$ cat config.mk
export PLATFORM = sky130hd
export DESIGN_NAME = l2hs_arith
export DESIGN_NICKNAME = d
export VERILOG_FILES = /design/src/l2hs_pkg.sv /design/src/l2hs_arith.sv
export SDC_FILE = /design/constraint.sdc
export NUM_CORES = 2
export LEC_CHECK = 0
export BUFFER_PORTS_ARGS = -buffer_cell sky130_fd_sc_hd__buf_4
export CORE_MARGIN = 4
export CORE_UTILIZATION = 51
export DETAILED_ROUTE_END_ITERATION = 10
export GPL_ROUTABILITY_DRIVEN = 0
export HOLD_SLACK_MARGIN = 0.06
export PLACE_DENSITY = 0.72
export SLEW_MARGIN = 15
export SYNTH_ARGS = -nofsm -noshare
export SYNTH_HDL_FRONTEND = slang
export SYNTH_SLANG_ARGS = --single-unit
export TNS_END_PERCENT = 100
$ cat constraint.sdc
create_clock -name clock -period 12.3 [get_ports clock]
set_input_delay 1.845 -clock clock [delete_from_list [all_inputs] [get_ports clock]]
set_output_delay 1.845 -clock clock [all_outputs]
set_load 0.005 [all_outputs]
$ cat src/l2hs_pkg.sv
// shared types, constants and helpers for the log2 size histogram
package l2hs_pkg;

   localparam int NUM_BINS  = 24;
   localparam int BIN_IDX_W = $clog2(NUM_BINS);
   localparam int SIZE_W    = 32;
   localparam int ACC_W     = 64;
   localparam int MIN_W     = 25;
   localparam int IDX_W     = 5;
   localparam int LOG_W     = 5;

   localparam logic [MIN_W-1:0] MIN_BINNED_RESET = 25'd16;

   localparam logic OP_PUSH = 1'b0;
   localparam logic OP_READ = 1'b1;

   // shared adder operations
   localparam logic [2:0] ALU_NONE = 3'd0;
   localparam logic [2:0] ALU_GRP  = 3'd1;
   localparam logic [2:0] ALU_TSUM = 3'd2;
   localparam logic [2:0] ALU_TSQ  = 3'd3;
   localparam logic [2:0] ALU_BCNT = 3'd4;
   localparam logic [2:0] ALU_BSUM = 3'd5;
   localparam logic [2:0] ALU_BSQ  = 3'd6;

   typedef struct packed {
      logic [ACC_W-1:0] count;
      logic [ACC_W-1:0] sum;
      logic [ACC_W-1:0] sumsq;
   } l2hs_bin_type;

   typedef struct packed {
      logic [ACC_W-1:0]  groups;
      logic [ACC_W-1:0]  tsum;
      logic [ACC_W-1:0]  tsq;
      l2hs_bin_type      bin;
      logic [SIZE_W-1:0] size;
      logic              is_read;
   } l2hs_opnd_type;

   function automatic logic [LOG_W-1:0] floor_log2(input logic [SIZE_W-1:0] v);
      logic [LOG_W-1:0] k;
      k = '0;
      for (int i = 1; i < SIZE_W; i++) begin
         if (v[i]) begin
            k = LOG_W'(i);
         end
      end
      return k;
   endfunction

endpackage

$ cat src/l2hs_arith.sv
// shared 64-bit accumulate adder with operand selection and a registered squarer
module l2hs_arith (
   input  logic                          clock,
   input  logic                          sq_en,
   input  logic [2:0]                    sel,
   input  l2hs_pkg::l2hs_opnd_type       opnd,
   output logic [l2hs_pkg::ACC_W-1:0]    result
);
   import l2hs_pkg::*;

   logic [ACC_W-1:0] sq_ff;
   logic [ACC_W-1:0] sq_in;
   logic [ACC_W-1:0] opa;
   logic [ACC_W-1:0] opb;
   logic [ACC_W-1:0] size_ext;

   assign size_ext = ACC_W'(opnd.size);
   assign sq_in    = size_ext * size_ext;

   always_ff @(posedge clock) begin
      if (sq_en) begin
         sq_ff <= sq_in;
      end
   end

   always_comb begin
      opa = '0;
      opb = '0;
      case (sel)
         ALU_GRP: begin
            opa = opnd.groups;
            opb = ACC_W'(1);
         end
         ALU_TSUM: begin
            opa = opnd.tsum;
            opb = size_ext;
         end
         ALU_TSQ: begin
            opa = opnd.tsq;
            opb = sq_ff;
         end
         ALU_BCNT: begin
            opa = opnd.bin.count;
            opb = opnd.is_read ? '0 : ACC_W'(1);
         end
         ALU_BSUM: begin
            opa = opnd.bin.sum;
            opb = opnd.is_read ? '0 : size_ext;
         end
         ALU_BSQ: begin
            opa = opnd.bin.sumsq;
            opb = opnd.is_read ? '0 : sq_ff;
         end
         default: begin
            opa = '0;
            opb = '0;
         end
      endcase
   end

   assign result = opa + opb;

endmodule

Yosys cells after proc, flatten, opt, wreduce, memory -nomap -nowiden:

Index checks and enable logic that the tools add are counted.

* bits in registers: 64
* logic and storage cells: 14
* output and inout port bits: 64
* input bits: 422

* multipliers: 1
* equal/unequal tests: 6
* $add $sub $neg: 1
* mux-type cells: 5

Operators with widths (number)
* $pmux 64 s6: 2
* $add 64x64->64: 1
* $mul 32x32->64: 1
* $mux 64: 1
* $mux 32: 1
* $eq 3x3->1 const B: 3
* $eq 3x2->1 const B: 2
* $eq 3x1->1 const B: 1
* $mux 1: 1

Longest topological paths before layout:

* word-level depth: 3
* depth in mapped cells: 30
* depth with buffers taken out: 27

Worst setup path after synthesis:

No wires, ideal clock.

* path kind: input-to-reg
* start: input port opnd[24] (netlist bit)
* end: register sq_ff[61], data pin
* path slack: 3.347 ns
* setup time: 0.271 ns
* arrival time: 8.682 ns
* buffers on the path: 3
* data required time: 12.029 ns
* stages on the path: 26
* path through: clkbuf_1 clkbuf_1 nand2_1 fa_1 inv_1 fa_1 fa_1 inv_1 fa_1 inv_1 fa_1 fa_1 fa_1 fa_1 ha_1 clkbuf_1 a21oi_1 o21ai_0 a21o_1 a221oi_1 nor2_1 a211oi_1 o41ai_1 a41oi_1 o311ai_1 xor2_1

* cells in the longest elaborated chain, start to end: 1

RTL lines
* from (decl): line l2hs_arith.sv:6 `input l2hs_pkg::l2hs_opnd_type opnd,`
* $mul 32x32->64: line l2hs_arith.sv:18 `assign sq_in = size_ext * size_ext;`
* named net sq_in[61]: line l2hs_arith.sv:12 `logic [ACC_W-1:0] sq_in;`
* to (signal assigned): line l2hs_arith.sv:22 `sq_ff <= sq_in;`
* to (decl): line l2hs_arith.sv:11 `logic [ACC_W-1:0] sq_ff;`

The timed path passes the listed nets, and every way through them passes these cells.
A chain may end at the register's enable or synchronous reset.

Final worst setup path:

* start: input port opnd[17] (netlist bit)
* end: register sq_ff[57], data pin

The elaborated chain is that of the path after synthesis.

==> flow_summary_export.csv <==
group,metric,value,unit
placement,place_hpwl,111,mm
timing,max_freq,0.103,GHz
yosys,yosys_warnings,0,
placement,portBuffers,485,
timing,rsz0062_at_grt,"false",
final_layout,syn_to_final_growth,12.1,%
cts,cts.sinks,63,
route,via_count,31432,
timing,slew_headroom,23.1,%
critical_path,path_class,"input pin to register",
critical_path,critPathCaptureType,"register",
final_layout,postLayoutCellArea,0.0420,mm^2
yosys,ys_types,70,
yosys,synthCells,4184,
yosys,netlist_area,0.0375,mm^2
timing,min_period,9.69,ns
floorplan,std_cell_rows,99,
route,wirelength,133,mm
run,drv_cap,0,
timing,timing.hold.ws,2.06,ns
critical_path,worstPathArrival,9.79,ns
cts,cts_hold_buffers,0,
final_layout,seqCellArea,0.00189,mm^2
final_layout,top_regs,"sq_ff x63",
final_layout,final_layout_size_suffix_gt1_share,12.2,%
floorplan,die_h,279,um
route,initialDrtViolationCount,3051,
cts,cts_tree,"yes",
route,drc,0,
route,first_pass_iters,9,
yosys,seq_area_frac_synth,5.05,%
run_status,status,"completed",
floorplan,die_area,0.0779,mm^2
yosys,async_flop_share,0,%
final_layout,multi_input_area,0.0310,mm^2
placement,dpl_cell_area,0.0417,mm^2
route,ant_nets,0,
cts,cts_root_buffer,"clkbuf_16",
timing,tns,0,ns
yosys,ys_seq_elements,63,
cts,numCtsBuffers,9,
cts,post_cts_resized,0,
timing,min_period_over_period,78.8,%
worst_hold_path,min_path_cells,1,
floorplan,num_io_pins,486,
final_layout,final_nets,6066,
floorplan,die_w,279,um
critical_path,cp_max_fo,28,
grt,grt_pass1_wl,201,mm
cts,cts_buffer_depth,2,
final_layout,largest_reg_flops,63,
timing,hold_viol,0,
yosys,synth_ff_type,"edfxtp_1",
cts,htree_levels,3,
yosys,synth_area_per_cell,8.96,um^2
route,wl_per_cell,24.4,um
timing,worst_slew_pin_slew,1.15,ns
worst_hold_path,min_path_type,"input pin to register",
grt,overflow,0,
final_layout,fillers,6530,
grt,antenna_found_initial,14,
critical_path,required,12.40,ns
yosys,synth_edf_count,63,
cts,clk_pin_slew_worst_paths,0.06,ns
timing,slew_viol_final,0,
floorplan,design.core.area,0.0730,mm^2
final_layout,fin_util,57.6,%
cts,post-cts-setup-buffers,0,
final_layout,regMostFlops,"sq_ff",
critical_path,critPathLaunchType,"input pin",
grt,grt_start_max_net_pins,64,
yosys,syn-num-nets,5761,
route,vias_per_cell,5.75,
floorplan,start_util,51.4,%
grt,grt_pass1_vias,33452,
timing,setup_violations,0,
grt,track_usage,34.2,%
-- per-layer routing --
metal  up-vias  part of all wire, %  global-route usage (%)
met5         -                    0                       0
met4         0                  8.9                    24.3
met3       430                  8.8                    6.64
met2      1723                   45                    54.3
met1     15538                   37                    41.9
li1      13741                    -                       -
-- per-stage QoR --
| stage | cells | setup WS (ns) |
|---|---|---|
| final | 5466 | 2.61 |
| after global routing | 5464 | 2.28 |
| after CTS | 5453 | 2.76 |
| after detailed placement | 5437 | 2.41 |
| after global placement | 5437 | 2.56 |
| after floorplan | 4184 | 3.35 |
-- cell usage after synthesis (all sizes together), types with 17 or more instances --
library cell	n	area, um^2
a21o	66	495
nor3	24	120
nand3	86	430
nor2	95	357
a22oi	193	1450
clkbuf	181	681
a21oi	158	795
o21bai	34	255
edfxtp	63	1890
xnor2	98	858
fa	795	15900
inv	1015	3810
a22o	30	263
o21a	21	158
nand4	41	272
xor2	65	569
and2	266	1660
nand2	337	1260
o21ai	70	350
nor2b	17	106
buf	20	119
ha	360	4500
-- cell usage in the layout (no fill, tap or decap), drive strengths merged, types with 24 or more instances in the layout --
cell type  synthesis  final
a21o              66     66
nand3             86     86
edfxtp            63     63
xnor2             98     98
nand2            337    337
a22o              30     30
nor2              95     95
a22oi            193    193
buf               20    495
xor2              65     65
nand4             41     41
o21ai             70     70
and2             266    266
a21oi            158    158
inv             1015   1016
fa               795    795
o21bai            34     34
ha               360    360
nor3              24     24
-- final timing paths --
path	endpoint	from
max	sq_ff[57]$_DFFE_PP_	opnd[17]
min	sq_ff[0]$_DFFE_PP_	opnd[1]
-- area by class of cell --
type,instances,area share [%]
multi-input cells,2904,73.8
inverters,1016,9.07
repair buffers,495,8.87
flip-flops and latches,63,4.50
well taps,959,2.85
clock buffers,9,0.536
clock inverters,7,0.286
diodes,13,0.0774
-- critical path: stages --
cell and delay [ns]:
buf_4 0.40, inv_1 0.26, nor2_1 0.38, fa_1 0.52, fa_1 0.56, inv_1 0.06, fa_1 0.47, fa_1 0.55
inv_1 0.05, fa_1 0.59, fa_1 0.45, fa_1 0.40, fa_1 0.43, ha_1 0.46, a21oi_1 0.28, o21ai_0 0.21
a21o_1 0.23, a221oi_1 0.39, nor2_1 0.08, a211oi_1 0.21, o41ai_1 0.13, a41oi_1 0.45, o21ai_0 0.19, xor2_1 0.16
-- cell families (layout without fill, tap and decap cells) --
family | Yosys count | count (layout) | share of synthesized area, %
flops | 63 | 63 | 5.05
xor+xnor | 163 | 163 | 3.81
compound gates | 671 | 671 | 12.2
fa+ha+maj | 1155 | 1155 | 54.5
simple gates | 911 | 911 | 12.0
other cells | 0 | 13 | 0
mux | 4 | 4 | 0.110
buf+inv | 1217 | 1527 | 12.3
Power is left out: the tool's default activity adds up to more than one toggle a clock period on the data nets, which glitch-free logic cannot reach.
