==> src/l2hs_pkg.sv <==
// shared types, constants and helpers for the log2 size histogram
package l2hs_pkg;

   localparam int NUM_BINS  = 24;
   localparam int BIN_IDX_W = $clog2(NUM_BINS);
   localparam int SIZE_W    = 32;
   localparam int ACC_W     = 64;
   localparam int MIN_W     = 25;
   localparam int IDX_W     = 5;
   localparam int LOG_W     = 5;

   localparam logic [MIN_W-1:0] MIN_BINNED_RESET = 25'd16;

   localparam logic OP_PUSH = 1'b0;
   localparam logic OP_READ = 1'b1;

   // shared adder operations
   localparam logic [2:0] ALU_NONE = 3'd0;
   localparam logic [2:0] ALU_GRP  = 3'd1;
   localparam logic [2:0] ALU_TSUM = 3'd2;
   localparam logic [2:0] ALU_TSQ  = 3'd3;
   localparam logic [2:0] ALU_BCNT = 3'd4;
   localparam logic [2:0] ALU_BSUM = 3'd5;
   localparam logic [2:0] ALU_BSQ  = 3'd6;

   typedef struct packed {
      logic [ACC_W-1:0] count;
      logic [ACC_W-1:0] sum;
      logic [ACC_W-1:0] sumsq;
   } l2hs_bin_type;

   typedef struct packed {
      logic [ACC_W-1:0]  groups;
      logic [ACC_W-1:0]  tsum;
      logic [ACC_W-1:0]  tsq;
      l2hs_bin_type      bin;
      logic [SIZE_W-1:0] size;
      logic              is_read;
   } l2hs_opnd_type;

   function automatic logic [LOG_W-1:0] floor_log2(input logic [SIZE_W-1:0] v);
      logic [LOG_W-1:0] k;
      k = '0;
      for (int i = 1; i < SIZE_W; i++) begin
         if (v[i]) begin
            k = LOG_W'(i);
         end
      end
      return k;
   endfunction

endpackage

==> src/l2hs_bin_mem.sv <==
// per-bin accumulator store with valid bits cleared by reset
module l2hs_bin_mem (
   input  logic                              clock,
   input  logic                              reset,
   input  logic                              rd_en,
   input  logic [l2hs_pkg::BIN_IDX_W-1:0]    rd_addr,
   output l2hs_pkg::l2hs_bin_type            rd_data,
   input  logic                              wr_en,
   input  logic [l2hs_pkg::BIN_IDX_W-1:0]    wr_addr,
   input  l2hs_pkg::l2hs_bin_type            wr_data
);
   import l2hs_pkg::*;

   l2hs_bin_type        mem [NUM_BINS];
   logic [NUM_BINS-1:0] vld_ff;
   l2hs_bin_type        data_ff;
   logic                rd_vld_ff;

   always_ff @(posedge clock) begin
      if (wr_en) begin
         mem[wr_addr] <= wr_data;
      end
      if (rd_en) begin
         data_ff <= mem[rd_addr];
      end
   end

   always_ff @(posedge clock) begin
      if (reset) begin
         vld_ff    <= '0;
         rd_vld_ff <= 1'b0;
      end else begin
         if (wr_en) begin
            vld_ff[wr_addr] <= 1'b1;
         end
         if (rd_en) begin
            rd_vld_ff <= vld_ff[rd_addr];
         end
      end
   end

   assign rd_data = rd_vld_ff ? data_ff : '0;

endmodule

==> config.mk <==
export PLATFORM = sky130hd
export DESIGN_NAME = l2hs_bin_mem
export DESIGN_NICKNAME = d
export VERILOG_FILES = /design/src/l2hs_pkg.sv /design/src/l2hs_bin_mem.sv
export SDC_FILE = /design/constraint.sdc
export NUM_CORES = 2
export LEC_CHECK = 0
export BUFFER_PORTS_ARGS = -buffer_cell sky130_fd_sc_hd__buf_2
export CAP_MARGIN = 20
export CORE_MARGIN = 1.5
export CORE_UTILIZATION = 65
export CTS_BUF_LIST = sky130_fd_sc_hd__clkbuf_4 sky130_fd_sc_hd__clkbuf_8
export DETAILED_ROUTE_END_ITERATION = 10
export PLACE_DENSITY_LB_ADDON = 0.3
export SLEW_MARGIN = 20
export SYNTH_ARGS = -nofsm -noshare
export SYNTH_HDL_FRONTEND = slang
export SYNTH_MEMORY_MAX_BITS = 65536
export SYNTH_SLANG_ARGS = --single-unit
==> constraint.sdc <==
create_clock -name clock -period 22.4 [get_ports clock]
set_clock_uncertainty 0.2 [all_clocks]
set_input_delay 2.24 -clock clock [delete_from_list [all_inputs] [get_ports clock]]
set_output_delay 2.24 -clock clock [all_outputs]
set_load 0.01 [all_outputs]
Word level (Yosys, flattened, before mapping)
Memory sizes are Yosys's and may differ from the RTL's. A register that Yosys moved wholly into a read port is not among the register bits.
Index checks and enable logic that the tools add are counted.
Widths: inputs -> output; s select.
{"block": "totals", "mem_bits_rw": 4608, "out_inout_bits": 192, "register_bits": 25, "elab_cells": 15, "inputBits": 206, "mem_count": 1}
{"name": "mem", "words": 24, "word_bits": 192, "read_ports": 1, "rd_clocked_by_memory_dff": 1, "write_ports": 1, "line": "l2hs_bin_mem.sv:14", "rtl": "l2hs_bin_type mem [NUM_BINS];"}
{"block": "classes", "magnitude_cmp": 3, "n_bitwise": 1, "reduce_logical": 1, "muxes": 7}
{"op": "$mux 192", "count": 1}
{"op": "$or 24x24->24", "count": 1}
{"op": "$lt 5x6->1 const B", "count": 2}
{"op": "$bmux 1 s5", "count": 1}
{"op": "$demux 1 s5", "count": 1}
{"op": "$ge 5x1->1 const B", "count": 1}
{"op": "$mux 1", "count": 4}
{"op": "$logic_and 1x1->1", "count": 1}

Logic depth before layout (Yosys ltp)
{"block": "depth", "ltp_word": 5, "depth_mapped": 9, "depth_no_buf": 4}

Worst setup path before layout
OpenSTA, ideal clock, no wires.
{"block": "synth_path", "path_type": "input to register", "start": "in wr_addr[0] (netlist name)", "end": "mem mem[20][0] (netlist name) (enable)", "t_required_ns": 21.451, "n_path_buf": 1, "stages": 3, "setup_slack_ns": 10.584, "arrival_ns": 10.867, "path_cell_list": "or3b_2 -> clkbuf_1 -> nor2_1"}
{"item": "from (decl)", "line": "l2hs_bin_mem.sv:9", "rtl": "input logic [l2hs_pkg::BIN_IDX_W-1:0] wr_addr,"}
{"item": "to (decl)", "line": "l2hs_bin_mem.sv:14"}
Straight into the memory's write port.

==> PnR_summary.wiki <==
{| class="wikitable"
! Metric !! Value
|-
| Run status || complete, no violations
|-
| CP startpoint || rd_addr[0]
|-
| Power density of the placed cells || 87.00 nW/um^2
|-
| Fin crit share || 34.19%
|-
| Width of the chip || 537.0 um
|-
| Maximum number of pins on one net before global-route repair || approximately 180
|-
| Routed wire length || about 440,000 um
|-
| Clock insertion delay at the later pin of the skew report || 1190 ps
|-
| Unique cell type count in the Yosys netlist || 30
|-
| Total half-perimeter wirelength after legalization and detailed placement || 210,700 um
|-
| Via density per instance || 6.728
|-
| # hold bufs at CTS || 0
|-
| Min-delay worst type || flop to flop
|-
| Cell type contributing the most total cell area after synthesis || edfxtp_1
|-
| Measured slew at the worst slew-check pin || 1292 ps
|-
| Syn-to-layout area delta || 10.95%
|-
| Via Count || 91,960
|-
| Highest ir drop seen on vdd || 0.06141 mV
|-
| Maximum fanout along the worst path || 130
|-
| Quantity of I/O buffers inserted on ports || roughly 400
|-
| Final estimated routing congestion in global placement || 0.7586
|-
| Detailed-route wire length per cell || 31.96 um
|-
| Mean instance size in the synthesized netlist || 21.88 um^2
|-
| Unrepaired setup endpoints after global routing || false
|-
| Setup repair bufs after CTS || 0
|-
| Top area cells in the synthesized netlist || edfxtp_1, mux4_2, mux2_2
|-
| I/O pin total || slightly below 400
|-
| Die Y-Extent || 537.0 um
|-
| Post-route standard cell area excluding fillers || slightly above 200,000 um^2
|-
| Net count of the finished layout || 9,484
|-
| Total of warnings raised by yosys || 0
|-
| Worst Setup End Kind || flop
|-
| TritonCTS clock tree || built
|-
| Routed Antenna Nets || 0
|-
| Number of failing setup endpoints in the final timing report || 0
|-
| Minimum period implied by the final worst setup slack || between 7000 and 8000 ps
|-
| Count of standard-cell rows || 195
|-
| Number of buffers inserted during clock tree synthesis || 722
|-
| Highest attainable clock frequency || 130.6 MHz
|-
| Cell leakage power || roughly 67 nW
|-
| Num Clock Sinks || approximately 4,800
|-
| Number of remaining DRC errors || 0
|-
| Worst EP arrival || 8360 ps
|-
| Final-report hold violation count || 0
|-
| Core area || 283,000 um^2
|-
| Most used flip-flop cell after synthesis || edfxtp_1
|-
| Total congestion overflow after global routing || 0
|-
| Fraction of final layout cells with drive strength greater than 1 || 32.17%
|-
| Share of the synthesized area in the top cell type || 77.75%
|-
| Die area || ~290,000 um^2
|-
| Global-route wire length before repair || between 600,000 and 700,000 um
|-
| Worst min-delay path startpoint || vld_ff[7]$_SDFFE_PP0P_
|-
| Maximum clock path buffer count || 4
|-
| Number of enable-type register cells in the synthesized netlist || about 4,800
|-
| Critical register-to-register path startpoint || mem[7][182]$_DFFE_PP_
|-
| Async SR Flop Fraction || 0%
|-
| Max-capacitance violation count || 0
|-
| Initial core utilization || about 65%
|-
| Placed instance area || 191,600 um^2
|-
| Count of routing violations after the opening detailed-route iteration || 12,060
|-
| CTS HTree Levels || 6
|-
| Total Power Consumption || approximately 18 mW
|-
| Gate Count Post-Synth || approximately 8,500
|-
| Worst slew margin || 13.89%
|-
| Clock root buffer master || clkbuf_8
|-
| Number of iterations in the first detailed-routing pass || 6
|-
| Global routing usage summed across all routing layers || 30.57%
|-
| Post-cts repair resize count || 0
|-
| Category of the most critical setup path || input pin to flop
|-
| Sequential fraction of the synthesis area || 78.02%
|-
| Synthesis-stage register bit count || 4,825
|-
| Critical Path Source Type || input pin
|-
| Antenna violations before repair || 98
|-
| Post-Syn Nets || between 8,000 and 9,000
|-
| Total count of max-transition violations in the final report || 0
|-
| Most repeated cell in the gate-level netlist after synthesis || edfxtp_1
|-
| Required time of the worst setup path || 23,100 ps
|-
| Number of global-route vias before repair || approximately 93,000
|-
| Post-synth design cell area || 185,400 um^2
|-
| Clock edge transition at the registers on the reported setup and hold paths || 60 ps
|-
| Total Negative Setup Slacks || 0 ps
|-
| Ranking of synthesized cells by instance count || edfxtp_1, mux4_2, mux2_2, mux2i_1, clkbuf_1
|}
power by group:
group	internal (mW)	total, mW	switching (mW)
combinational	0.345	0.866	0.520
sequential	10.1	10.1	0.0392
clock	3.59	6.91	3.32
total	14.0	17.9	3.88
worst paths after layout:
path                                               end  slack [ps]  cells after the start
worst max-delay path            data_ff[160]$_DFFE_PP_       14740                     10
worst min register to register  vld_ff[7]$_SDFFE_PP0P_         270                      2
worst max register to register  data_ff[182]$_DFFE_PP_       20230                      4
worst min-delay path            vld_ff[7]$_SDFFE_PP0P_         270                      2
layout by cell type (no fill, tap or decap), types with 192 or more instances in the layout:
cell      instances
buf_2           392
and2_1          192
clkinv_1        234
mux2_2          651
edfxtp_1       4800
mux4_2          852
clkbuf_4        206
clkbuf_8        727
mux2i_1         385
registers in the layout, summed over array words and instances, names as in the netlist:
signal and cells:
rd_vld_ff 1, vld_ff 24, mem 4608, data_ff 192
area by class of cell:
class | instances | area (um^2)
clock buffers | 933 | 11550
well taps | 3743 | 4683
clock inverters | 380 | 2389
flip-flops and latches | 4825 | 144600
fillers | 15530 | 77350
multi-input cells | 3170 | 38620
diodes | 58 | 145.1
repair buffers | 559 | 3641
cell families after synthesis:
| kind of cell | Yosys count | share of synthesized area (%) |
|---|---|---|
| simple gates | 322 | 0.9422 |
| compound gates | 960 | 3.398 |
| flops | 4825 | 78.02 |
| buf+inv | 478 | 1.251 |
| mux | 1888 | 16.38 |
worst max-delay path, cell delays in order:
cell and delay [ps]:
buf_12 620, buf_12 630, buf_4 810, buf_4 950
buf_12 720, buf_4 760, mux4_2 620, mux2_2 300
a22oi_1 190, o31ai_1 120
stage by stage:
| stage | worst slack, ps | instances | hold WS, ps | utilization, % |
|---|---|---|---|---|
| after floorplan | 10580 | 8473 | 234.8 | - |
| after global placement | 13430 | 12300 | 243.9 | 67.68 |
| after detailed placement | 13340 | 12300 | 259.5 | 67.68 |
| after CTS | 14610 | 13610 | 272.9 | 72.61 |
| after global routing | 14110 | 13630 | 292.8 | 72.64 |
| final | 14740 | 13670 | 271.8 | 72.67 |
routing by layer:
layer  GRT usage, %  vias up  wire (um)  share of wire, %
met5              0        -        323             0.074
met4          10.60       50      13950               3.2
met3          5.932      897      49360                11
met2          47.88     5677     211000                48
met1          44.07    47930     162200                37
li1               -    37410          -                 -
Note: power is estimated with default switching activity, not from simulation.
